<file path="src/hw/rtl/q2e_pkg.sv">
// Shared package for the quaternion to Z-Y-X Euler angle converter.
// Holds the datapath widths, angle constants, the CORDIC arctangent table
// and the output rounding function. Depends on nothing.
package q2e_pkg;

  // default CORDIC iteration count and its upper limit (table size)
  localparam int CordicStepsDef = 16;
  localparam int MaxSteps       = 24;

  // CORDIC x/y width and angle width (angles in Q.24 radians)
  localparam int XW = 37;
  localparam int ZW = 29;
  localparam int AW = 31;  // wide angle after lock-path doubling

  // integer square root: 31 bit-pairs over a 61-bit radicand
  localparam int SqSteps = 31;
  localparam int VW      = 61;
  localparam int RW      = 62;

  localparam logic signed [ZW-1:0] AngPi     = ZW'(52707179);
  localparam logic signed [ZW-1:0] AngHalfPi = ZW'(26353589);
  localparam logic signed [AW-1:0] AngTwoPi  = AW'(105414358);
  localparam logic [14:0] OutPi     = 15'd25736;
  localparam logic [14:0] OutHalfPi = 15'd12868;

  // dead band around zero for the lock path sign decision (Q2.30)
  localparam logic signed [33:0] NegEps = 34'sd10737;
  localparam logic signed [33:0] PosEps = 34'sd1074;

  localparam logic [14:0] LockThrRst = 15'd16352;

  // flags that travel beside the angle datapath
  typedef struct packed {
    logic lock;
    logic neg;
    logic pos;
  } q2e_side_t;

  // arctangent of 2^-i in Q.24
  function automatic logic signed [ZW-1:0] atan_angle(input int i);
    logic signed [ZW-1:0] r;
    case (i)
      0:  r = ZW'(13176795);
      1:  r = ZW'(7778716);
      2:  r = ZW'(4110060);
      3:  r = ZW'(2086331);
      4:  r = ZW'(1047214);
      5:  r = ZW'(524117);
      6:  r = ZW'(262123);
      7:  r = ZW'(131069);
      8:  r = ZW'(65536);
      9:  r = ZW'(32768);
      10: r = ZW'(16384);
      11: r = ZW'(8192);
      12: r = ZW'(4096);
      13: r = ZW'(2048);
      14: r = ZW'(1024);
      15: r = ZW'(512);
      16: r = ZW'(256);
      17: r = ZW'(128);
      18: r = ZW'(64);
      19: r = ZW'(32);
      20: r = ZW'(16);
      21: r = ZW'(8);
      22: r = ZW'(4);
      23: r = ZW'(2);
      default: r = '0;
    endcase
    return r;
  endfunction

  // Q.24 to Q3.13, round half away from zero, then clamp to +-lim
  function automatic logic signed [15:0] to_q13(input logic signed [AW-1:0] a,
                                                input logic [14:0] lim);
    logic [AW-1:0] mag;
    logic [AW-1:0] rnd;
    logic [19:0]   r;
    logic [14:0]   rc;
    mag = a[AW-1] ? AW'(-a) : AW'(a);
    rnd = mag + AW'(1024);
    r   = rnd[AW-1:11];
    rc  = (r > 20'(lim)) ? lim : r[14:0];
    return a[AW-1] ? -$signed({1'b0, rc}) : $signed({1'b0, rc});
  endfunction

endpackage

</file>
<file path="src/hw/rtl/q2e_sqrt_cell.sv">
// One bit-pair step of the restoring integer square root.
// Depends on q2e_pkg for the radicand and root widths.
module q2e_sqrt_cell
  import q2e_pkg::*;
#(
  parameter int K = 0  // this cell tests the bit pair at 4^K
) (
  input  logic          clk_i,
  input  logic          en_i,
  input  logic [VW-1:0] v_i,
  input  logic [RW-1:0] res_i,
  output logic [VW-1:0] v_o,
  output logic [RW-1:0] res_o
);

  localparam logic [RW:0] One = (RW+1)'(1) << (2 * K);

  logic [RW:0]   trial;
  logic          take;
  logic [VW-1:0] v_d;
  logic [RW-1:0] res_d;
  logic [VW-1:0] v_q;
  logic [RW-1:0] res_q;

  // compare remainder with root plus the current bit pair
  always_comb begin
    trial = {1'b0, res_i} + One;
    take  = ({{(RW+1-VW){1'b0}}, v_i} >= trial);
    if (take) begin
      v_d   = v_i - trial[VW-1:0];
      res_d = (res_i >> 1) + One[RW-1:0];
    end else begin
      v_d   = v_i;
      res_d = res_i >> 1;
    end
  end

  always_ff @(posedge clk_i) begin
    if (en_i) begin
      v_q   <= v_d;
      res_q <= res_d;
    end
  end

  assign v_o   = v_q;
  assign res_o = res_q;

endmodule

</file>
<file path="config.mk">
export PLATFORM = sky130hd
export DESIGN_NAME = q2e_sqrt_cell
export DESIGN_NICKNAME = d
export VERILOG_FILES = /design/src/hw/rtl/q2e_pkg.sv /design/src/hw/rtl/q2e_sqrt_cell.sv
export SDC_FILE = /design/constraint.sdc
export NUM_CORES = 1
export LEC_CHECK = 0
export ABC_CLOCK_PERIOD_IN_PS = 12800
export BUFFER_PORTS_ARGS = -buffer_cell sky130_fd_sc_hd__buf_2
export CORE_UTILIZATION = 47
export DETAILED_ROUTE_END_ITERATION = 10
export PLACE_DENSITY_LB_ADDON = 0.2
export SLEW_MARGIN = 20
export SYNTH_ARGS = -nofsm -noshare
export SYNTH_HDL_FRONTEND = slang
export SYNTH_SLANG_ARGS = --single-unit
</file>
<file path="constraint.sdc">
create_clock -name clk_i -period 12.8 [get_ports clk_i]
set_clock_uncertainty 0.15 [all_clocks]
set_input_delay 1.92 -clock clk_i [delete_from_list [all_inputs] [get_ports clk_i]]
set_output_delay 1.92 -clock clk_i [all_outputs]
set_load 0.02 [all_outputs]
</file>
# After elaboration in Yosys (flattened, before gate mapping)
# Index checks and enable logic that the tools add are counted.
# word_totals
register_bits,123
output_inout_bits,123
elab_cells,9
input_bits,125
# op_classes
mux,2
order_cmp,1
addsub,3
# op_table
cell,n
2-to-1 mux 61 bit,2
adder 62 x 1 -> 63 bit (second input constant),1
>= comparator 61 x 63 -> 1 bit,1
adder 61 x 1 -> 62 bit (second input constant),1
subtractor 61 bit,1

# Logic depth before layout (Yosys ltp)
# Gate-level depths: netlist of run 1.
# logic_depth
ltp_word,3
ltp_mapped,24
ltp_nobuf,20

# Least setup slack after synthesis of run 1
# OpenSTA, ideal clock, no wires.
# synth_path
path_type,input-to-reg
startpoint,input port res_i[1]
endpoint,register res_q[31] (netlist: res_o[31]) (data pin)
stages,23
arrival_time_ps,6298
setup_ps,263
slack_ps,6090
t_required_ps,12387
path_buffers,3
cell_sequence,ha_1 and3_1 nand3_4 nor4_4 nand3_2 nor4_4 nand3_2 nor3_2 buf_4 nand3_1 xor2_1 ha_1 a21o_1 a21o_1 a21oi_1 o21ai_0 a311o_1 or2_1 o21ai_2 buf_6 buf_6 nor3_2 xor2_1
# synth_via
elab_chain_cells,3
elab_cells_between_ends,4
classes_between,2 x add/sub; 1 x order compare; 1 x mux
# synth_lines
item,line_no,rtl
from (decl),q2e_sqrt_cell.sv:11,"input logic [RW-1:0] res_i,"
adder 62 x 1 -> 63 bit,q2e_sqrt_cell.sv:27,"trial = {1'b0, res_i} + One;"
>= comparator 61 x 63 -> 1 bit,q2e_sqrt_cell.sv:28,"take = ({{(RW+1-VW){1'b0}}, v_i} >= trial);"
2-to-1 mux 61 bit (*),q2e_sqrt_cell.sv:29,if (take) begin
named net res_d[31],q2e_sqrt_cell.sv:21,logic [RW-1:0] res_d;
to (signal assigned),q2e_sqrt_cell.sv:41,res_q <= res_d;
to (decl),q2e_sqrt_cell.sv:23,logic [RW-1:0] res_q;
# Mark *: on every way through the listed nets, which the timed path passes. The rest lies on a longest branch.
# A chain may end at the register's enable or synchronous reset.

# Worst setup path in the final report of run 1
# layout_path
startpoint,input port res_i[2]
endpoint,register res_q[39] (netlist: res_o[39]) (data pin)
# Same word-level chain as after synthesis.

==> results of run 1 <==
==> state kept, by name, indices dropped and copies added, names as in the netlist <==
| signal | count |
|---|---|
| res_o | 62 |
| v_o | 61 |
==> worst max path at each step <==
stage,from,endpoint,slack [ps]
after detailed placement,res_i[2],res_o[55],3920
after global routing,res_i[2],res_o[15],3720
after CTS,res_i[2],res_o[39],4350
after global placement,res_i[2],res_o[39],4070
after floorplan,res_i[1],res_o[31],6090
final,res_i[2],res_o[39],4320
==> cell usage in the layout, fill, tap and decap left out, types with 12 or more instances in the layout <==
master       n
buf_2      246
o21ai_0     70
a21oi_1     81
nor3_2      12
o21ai_1     18
o21bai_1    12
xor2_1      92
xnor2_1     80
nor2_1      81
nand3_1     43
a21o_1      39
inv_1       23
nand2_1    186
nand4_1     44
edfxtp_1   123
and2_1      13
nor3_1      25
clkbuf_16   17
ha_1        63
and3_1      18
==> kinds of logic after synthesis <==
logic type	Yosys count	share of synthesized area (%)
xor+xnor	172	13.89
mux	4	0.4154
flops	123	34.06
compound gates	289	16.66
buf+inv	87	4.004
simple gates	490	23.51
fa+ha+maj	64	7.454
==> per-stage QoR <==
| step | power [uW] | cell area (sq um) |
|---|---|---|
| floorplan | 785.4 | 10840 |
| global placement | 916.4 | 12140 |
| detailed placement | 917.4 | 12140 |
| CTS | 1505 | 12840 |
| global route | 1567 | 12850 |
| finish | 1506 | 12850 |
==> power by group <==
part | internal [uW] | leakage, uW | switching [uW]
combinational | 146 | 0.00371 | 269
sequential | 492 | 0.00120 | 11.6
clock | 386 | 0.000332 | 203
==> layer usage <==
metal / vias to the layer above / part of all wire [%] / wire [microns] / GRT usage (%)
met5: - / 0.037 / 13 / 0
li1: 4925 / - / - / -
met4: 2 / 2.6 / 927 / 11.86
met2: 512 / 45 / 16110 / 46.30
met3: 62 / 8.5 / 3013 / 6.144
met1: 4827 / 44 / 15510 / 41.31
==> area by class of cell <==
class                           instances  area [sq um]
Tap cell                              285         356.6
Inverter                               23         86.33
Clock buffer                           17         425.4
Clock inverter                         15         269.0
Timing Repair Buffer                  253          1284
Fill cell                            2110          9791
Sequential cell                       123          3694
Antenna cell                            5         12.51
Multi-Input combinational cell       1019          6723
==> parameters.txt, run 1 <==
Parameter                              Value

Synth
  Gate count of the mapped netlist    1229
  Synth Net Count    around 1400
  Yosys reg bits    123
  Most frequently used cell type in the post-synthesis netlist    nand2_1
  Area contributors post-synth    edfxtp_1, xor2_1, ha_1
  Number of synthesized flops with an enable pin    123
  Cell taking the most area after synthesis    edfxtp_1
  Most frequently used flop master after synthesis    edfxtp_1
  Distinct cell type count of the synthesized netlist    78
  List of most frequent post-synthesis cells    nand2_1, edfxtp_1, xor2_1
  Sequential cell area fraction in the yosys report    34.06%
  Area fraction of the dominant cell type after synthesis    34.06%
  Synthesized area per cell    8.823 sq um
  Yosys warns    0
  FFs w/ async S/R, synth    0%
  Syn Std Cell Area    0.01084 sq mm

Min path
  Hold WC Path Type    in2reg
  Source of the worst hold timing path    v_i[2]
  Min-Delay Path Depth    3
  Hold Path End    v_o[2]

Global routing
  GRT overflow    0
  Initial antenna violation count    5
  Maximum number of pins on one net before global-route repair    91
  Vias in the first global route    ~9500
  Wire length of the first global-routing pass    54.32 mm
  GRT Overall Usage    30.07%

Clock network
  Clock tree buffer depth    2
  Reg clk slew, reported paths    around 70 ps
  TritonCTS clock tree    done
  Clock root cell    clkbuf_16
  CTS HTree Levels    4
  CTS sink cnt    123
  Total CTS buffers    17
  CTS-repair resized insts    0
  Number of buffers inserted by post-CTS setup repair    0
  Quantity of hold-fixing buffers added after cts    0

Timing
  Final setup TNS    0 ps
  Number of setup violations in the final report    0
  Count of final hold-check violations    0
  Worst slew margin relative to its limit    28.62%
  Post-layout minimum cycle time    8477 ps
  Worst-margin pin slew    between 1000 and 1500 ps
  Top achievable clock speed    0.1180 GHz
  Unrepaired setup endpoints after global routing    no
  Tightest hold margin    1626 ps
  Fraction of the cycle the final worst path needs    ~66%
  Fin worst setup slack    4323 ps
  Count of pins over their slew limit    0

Critical path
  WP data arrival    between 8000 and 9000 ps
  Critical path class    in2reg
  Worst-path cell chain    buf_2 -> ha_1 -> and3_1 -> nand3_4 -> nor4_4 -> nand3_2 -> nor4_4 -> nand3_2 -> nor3_2 -> nand3_1 -> xor2_1 -> ha_1 -> a21o_1 -> a21o_1 -> a21oi_1 -> o21ai_0 -> a311o_1 -> or2_1 -> o21ai_4 -> buf_4 -> buf_4 -> nor4_1 -> xor2_1
  Worst Path Required    12820 ps
  Launching element type of the critical path    input pin
  Peak per-stage delay on the critical path    790 ps
  Path length in cells of the critical path    23
  Peak fanout along the critical path    90
  Kind of cell adding the most delay to the critical path    simple AND/OR/NAND/NOR gates
  Slowest CP cell    buf_4
  Kind of end point of the critical path    flip-flop
  Buffers and inverters on the worst path    3

Placement
  RD Place Congestion    slightly below 1
  IO buf count    247
  Pre-CTS worst setup slack    3919 ps
  # placed instances    about 1700
  Placed wire-length estimate    roughly 28 mm

Routing
  Number of DRC violations after detailed-routing iteration 0    824
  Routed wire length per instance    20.44 microns
  Total DRC errors in the routed layout    0
  Vias after detailed routing    10330
  Routed WL    ~36 mm
  Mean number of vias per cell    about 6
  Number of nets still failing antenna checks after routing    0
  1st-pass router iterations    5

Cells and area
  Final Util    between 50 and 60%
  Fraction of layout cells with a size suffix above 1    23.03%
  Final cell count without fillers    1740
  Nets    roughly 1600
  Area growth, synth to finish    18.51%

Pwr
  Leak Pwr    about 0.0052 uW
  IR drop worst, VDD    approximately 0.075 mV
  Total power divided by cell area    roughly 120 mW/mm^2

Die
  Core region area    0.02264 sq mm
  Placement Rows    55
  Boundary Pins    248
  Die Area    0.02368 sq mm
  DIE HEIGHT    153.9 microns
  Width of the die    153.9 microns
  Starting utilization of the core area    47.89%

Outcome
  Outcome    completed

Run
  Max cap viols    0
Note: power is estimated with default switching activity, not from simulation.
==> run 2: changes to the inputs <==
- ABC_AREA: not set -> 1
- ABC_CLOCK_PERIOD_IN_PS: 12800 -> 7000
- clock period: 12.8 -> 7 ns (I/O delays scaled with it)
==> run 2 against run 1 <==
Utilization shrank 1.1 points; sequential share of layout area shrank 5.1 points; synthesized area grew 24%; first-iteration DRC count grew 58%; flip-flop and latch count is the same; cell count grew 62%; largest power group is now combinational logic; largest cell class unchanged; synthesized cell count grew 79%; clock-buffer cell count is the same.
==> parameters.txt, run 2 <==
Parameter                              Value

Cells and area
  Area growth, synth to finish    15.70% (was 18.51%)
  Fraction of layout cells with a size suffix above 1    12.44% (was 23.03%)
  Final cell count without fillers    2813 (was 1740)
  Number of antenna repair diodes    0 (was 5)
  Count of filler cells inserted in the layout    2902 (was 2110)
  Nets    2611 (was 1626)
  Design Area, Final    0.01560 sq mm (was 0.01285 sq mm)
  Most frequent standard cell in the layout excluding fill and tap cells    nand2_1 (was buf_2)
  Commonest non-fill, non-tap cells in the layout    nand2_1, inv_1, buf_2 (was buf_2, nand2_1, edfxtp_1)
  Max FFs per register    62 (unchanged)

Synth
  Cell taking the most area after synthesis    edfxtp_1 (unchanged)
  Area fraction of the dominant cell type after synthesis    27.39% (was 34.06%)
  List of most frequent post-synthesis cells    nand2_1, inv_1, nand3_1 (was nand2_1, edfxtp_1, xor2_1)
  Most frequently used cell type in the post-synthesis netlist    nand2_1 (unchanged)
  Area contributors post-synth    edfxtp_1, nand2_1, inv_1 (was edfxtp_1, xor2_1, ha_1)
  FFs w/ async S/R, synth    0% (unchanged)
  Distinct cell type count of the synthesized netlist    33 (was 78)
  Syn Std Cell Area    0.01348 sq mm (was 0.01084 sq mm)
  Synthesized area per cell    6.120 sq um (was 8.823 sq um)
  Sequential cell area fraction in the yosys report    27.39% (was 34.06%)
  Synth Net Count    2392 (was 1418)
  Most frequently used flop master after synthesis    edfxtp_1 (unchanged)
  Yosys warns    0 (unchanged)
  Yosys reg bits    123 (unchanged)
  Gate count of the mapped netlist    2203 (was 1229)
  Number of synthesized flops with an enable pin    123 (unchanged)

Clock network
  Clock tree buffer depth    2 (unchanged)
  TritonCTS clock tree    done (unchanged)
  Reg clk slew, reported paths    60 ps (was 70 ps)
  CTS HTree Levels    4 (unchanged)
  Total CTS buffers    17 (unchanged)
  CTS sink cnt    123 (unchanged)
  Clock root cell    clkbuf_16 (unchanged)
  Quantity of hold-fixing buffers added after cts    0 (unchanged)
  CTS-repair resized insts    0 (unchanged)
  Number of buffers inserted by post-CTS setup repair    0 (unchanged)

Min path
  Hold WC Path Type    in2reg (unchanged)
  Source of the worst hold timing path    v_i[12] (was v_i[2])

Critical path
  Kind of end point of the critical path    flip-flop (unchanged)
  Worst-path cell chain    buf_2 -> ha_1 -> inv_1 -> nor2_1 -> and2_1 -> nand3_1 -> nor2_1 -> nand4_1 -> xnor2_1 -> mux2i_1 -> ha_1 -> nand2_1 -> inv_1 -> nand2_1 -> inv_1 -> nand2_1 -> nand2_1 -> a21oi_1 -> nand3_1 -> nand3_4 -> buf_4 -> nand3_1 -> nand2_1 (was buf_2 -> ha_1 -> and3_1 -> nand3_4 -> nor4_4 -> nand3_2 -> nor4_4 -> nand3_2 -> nor3_2 -> nand3_1 -> xor2_1 -> ha_1 -> a21o_1 -> a21o_1 -> a21oi_1 -> o21ai_0 -> a311o_1 -> or2_1 -> o21ai_4 -> buf_4 -> buf_4 -> nor4_1 -> xor2_1)
  Peak fanout along the critical path    101 (was 90)
  Kind of cell adding the most delay to the critical path    simple AND/OR/NAND/NOR gates (unchanged)
  WP data arrival    6270 ps (was 8490 ps)
  Buffers and inverters on the worst path    5 (was 3)
  Launching element type of the critical path    input pin (unchanged)
  Launch point of the critical path    res_i[2] (unchanged)
  Crit path top cell by count    nand2_1
  Slowest CP cell    buf_4 (unchanged)
  Peak per-stage delay on the critical path    750 ps (was 790 ps)
  Critical path class    in2reg (unchanged)
  Worst Path Required    7130 ps (was 12820 ps)

Timing
  Tightest hold margin    791.8 ps (was 1626 ps)
  Unrepaired setup endpoints after global routing    no (unchanged)
  Number of setup violations in the final report    0 (unchanged)
  Fraction of the cycle the final worst path needs    about 88%
  Final setup TNS    0 ps (unchanged)
  Worst slew margin relative to its limit    25.22% (was 28.62%)
  Top achievable clock speed    0.1631 GHz
  Count of pins over their slew limit    0 (unchanged)
  Worst-margin pin slew    1122 ps (was 1061 ps)
  Post-layout minimum cycle time    6132 ps
  Count of final hold-check violations    0 (unchanged)

Pwr
  Leak Pwr    0.008418 uW (was 0.005242 uW)
  Total power divided by cell area    184.6 mW/mm^2 (was 117.2 mW/mm^2)
  IR drop worst, VDD    0.1322 mV (was 0.07537 mV)

Routing
  1st-pass router iterations    9 (was 5)
  Vias after detailed routing    14820 (was 10330)
  Total DRC errors in the routed layout    0 (unchanged)
  Routed wire length per instance    18.69 microns (was 20.44 microns)
  Mean number of vias per cell    5.267 (was 5.936)
  Number of DRC violations after detailed-routing iteration 0    1305 (was 824)
  Routed WL    52.57 mm (was 35.57 mm)
  Number of nets still failing antenna checks after routing    0 (unchanged)

Global routing
  Wire length of the first global-routing pass    78.16 mm (was 54.32 mm)
  GR Util met1    48.40% (was 41.31%)
  GR peak layer    met2 (unchanged)
  Met2 track demand over resource    58.98% (was 46.30%)
  GRT Overall Usage    36.15% (was 30.07%)
  Met3 global-route usage    4.602% (was 6.144%)
  GRT overflow    0 (unchanged)
  Maximum number of pins on one net before global-route repair    102 (was 91)
  Initial antenna violation count    0 (was 5)
  Vias in the first global route    13890 (was 9537)

Die
  Width of the die    171.4 microns (was 153.9 microns)
  Core region area    0.02801 sq mm (was 0.02264 sq mm)
  DIE HEIGHT    171.4 microns (was 153.9 microns)
  Die Area    0.02937 sq mm (was 0.02368 sq mm)
  Starting utilization of the core area    48.14% (was 47.89%)
  Boundary Pins    248 (unchanged)
  Placement Rows    61 (was 55)

Placement
  IO buf count    247 (unchanged)
  # placed instances    2781 (was 1703)
  RD Place Congestion    1.034 (was 0.9938)
  Standard cell area after detailed placement    0.01503 sq mm (was 0.01214 sq mm)
  Placed wire-length estimate    43.46 mm (was 27.65 mm)

Outcome
  Outcome    completed (unchanged)

Run
  Max cap viols    0 (unchanged)
==> run 2: final timing paths <==
check             endpoint  cells after the start
hold / removal     v_o[12]                      3
setup / recovery   v_o[26]                     23
==> run 2: kinds of logic after synthesis <==
kind of cell	after synthesis	synth area share (%)
and+or+nand+nor	1381	42.02
xor gates and xnor gates	131	8.510
adders and majority gates	64	5.995
DFF	123	27.39
AOI/OAI and AO/OA	92	3.619
muxes	11	0.8167
buffers and inverters	401	11.65
==> run 2: final cells by class <==
type	instances	area [sq um]	share of cell area (%)
multi-input combinational	1679	8229	52.75
tap	378	473.0	3.032
sequential	123	3694	23.68
inverter	344	1291	8.277
clock inverter	15	148.9	0.9544
timing repair buffer	257	1339	8.582
clock buffer	17	425.4	2.727
==> run 2: layer usage <==
| layer | up-vias | share of wire (%) |
|---|---|---|
| met3 | 97 | 7.3 |
| met5 | - | 0 |
| met2 | 636 | 45 |
| met1 | 6759 | 44 |
| met4 | 0 | 3.8 |
| li1 | 7323 | - |
==> run 2: report_power, final <==
part,total (uW),leakage [uW],switching [uW],internal [uW]
Sequential,938,0.00120,22.8,915
Clock,897,0.000264,375,522
Combinational,1040,0.00695,723,321
==> run 2: through the flow <==
stage	util [%]	setup WS (ps)	total power, uW
after floorplan	-	2434	1614
after global placement	53.64	515.6	1965
after detailed placement	53.64	553.2	1977
after CTS	55.69	1013	2867
after global routing	55.69	619.2	3018
final	55.69	868.1	2879
==> run 2: tightest hold or removal path: stages <==
cell and delay [ps]:
buf_2 100, nand3_1 70, nand2_1 60
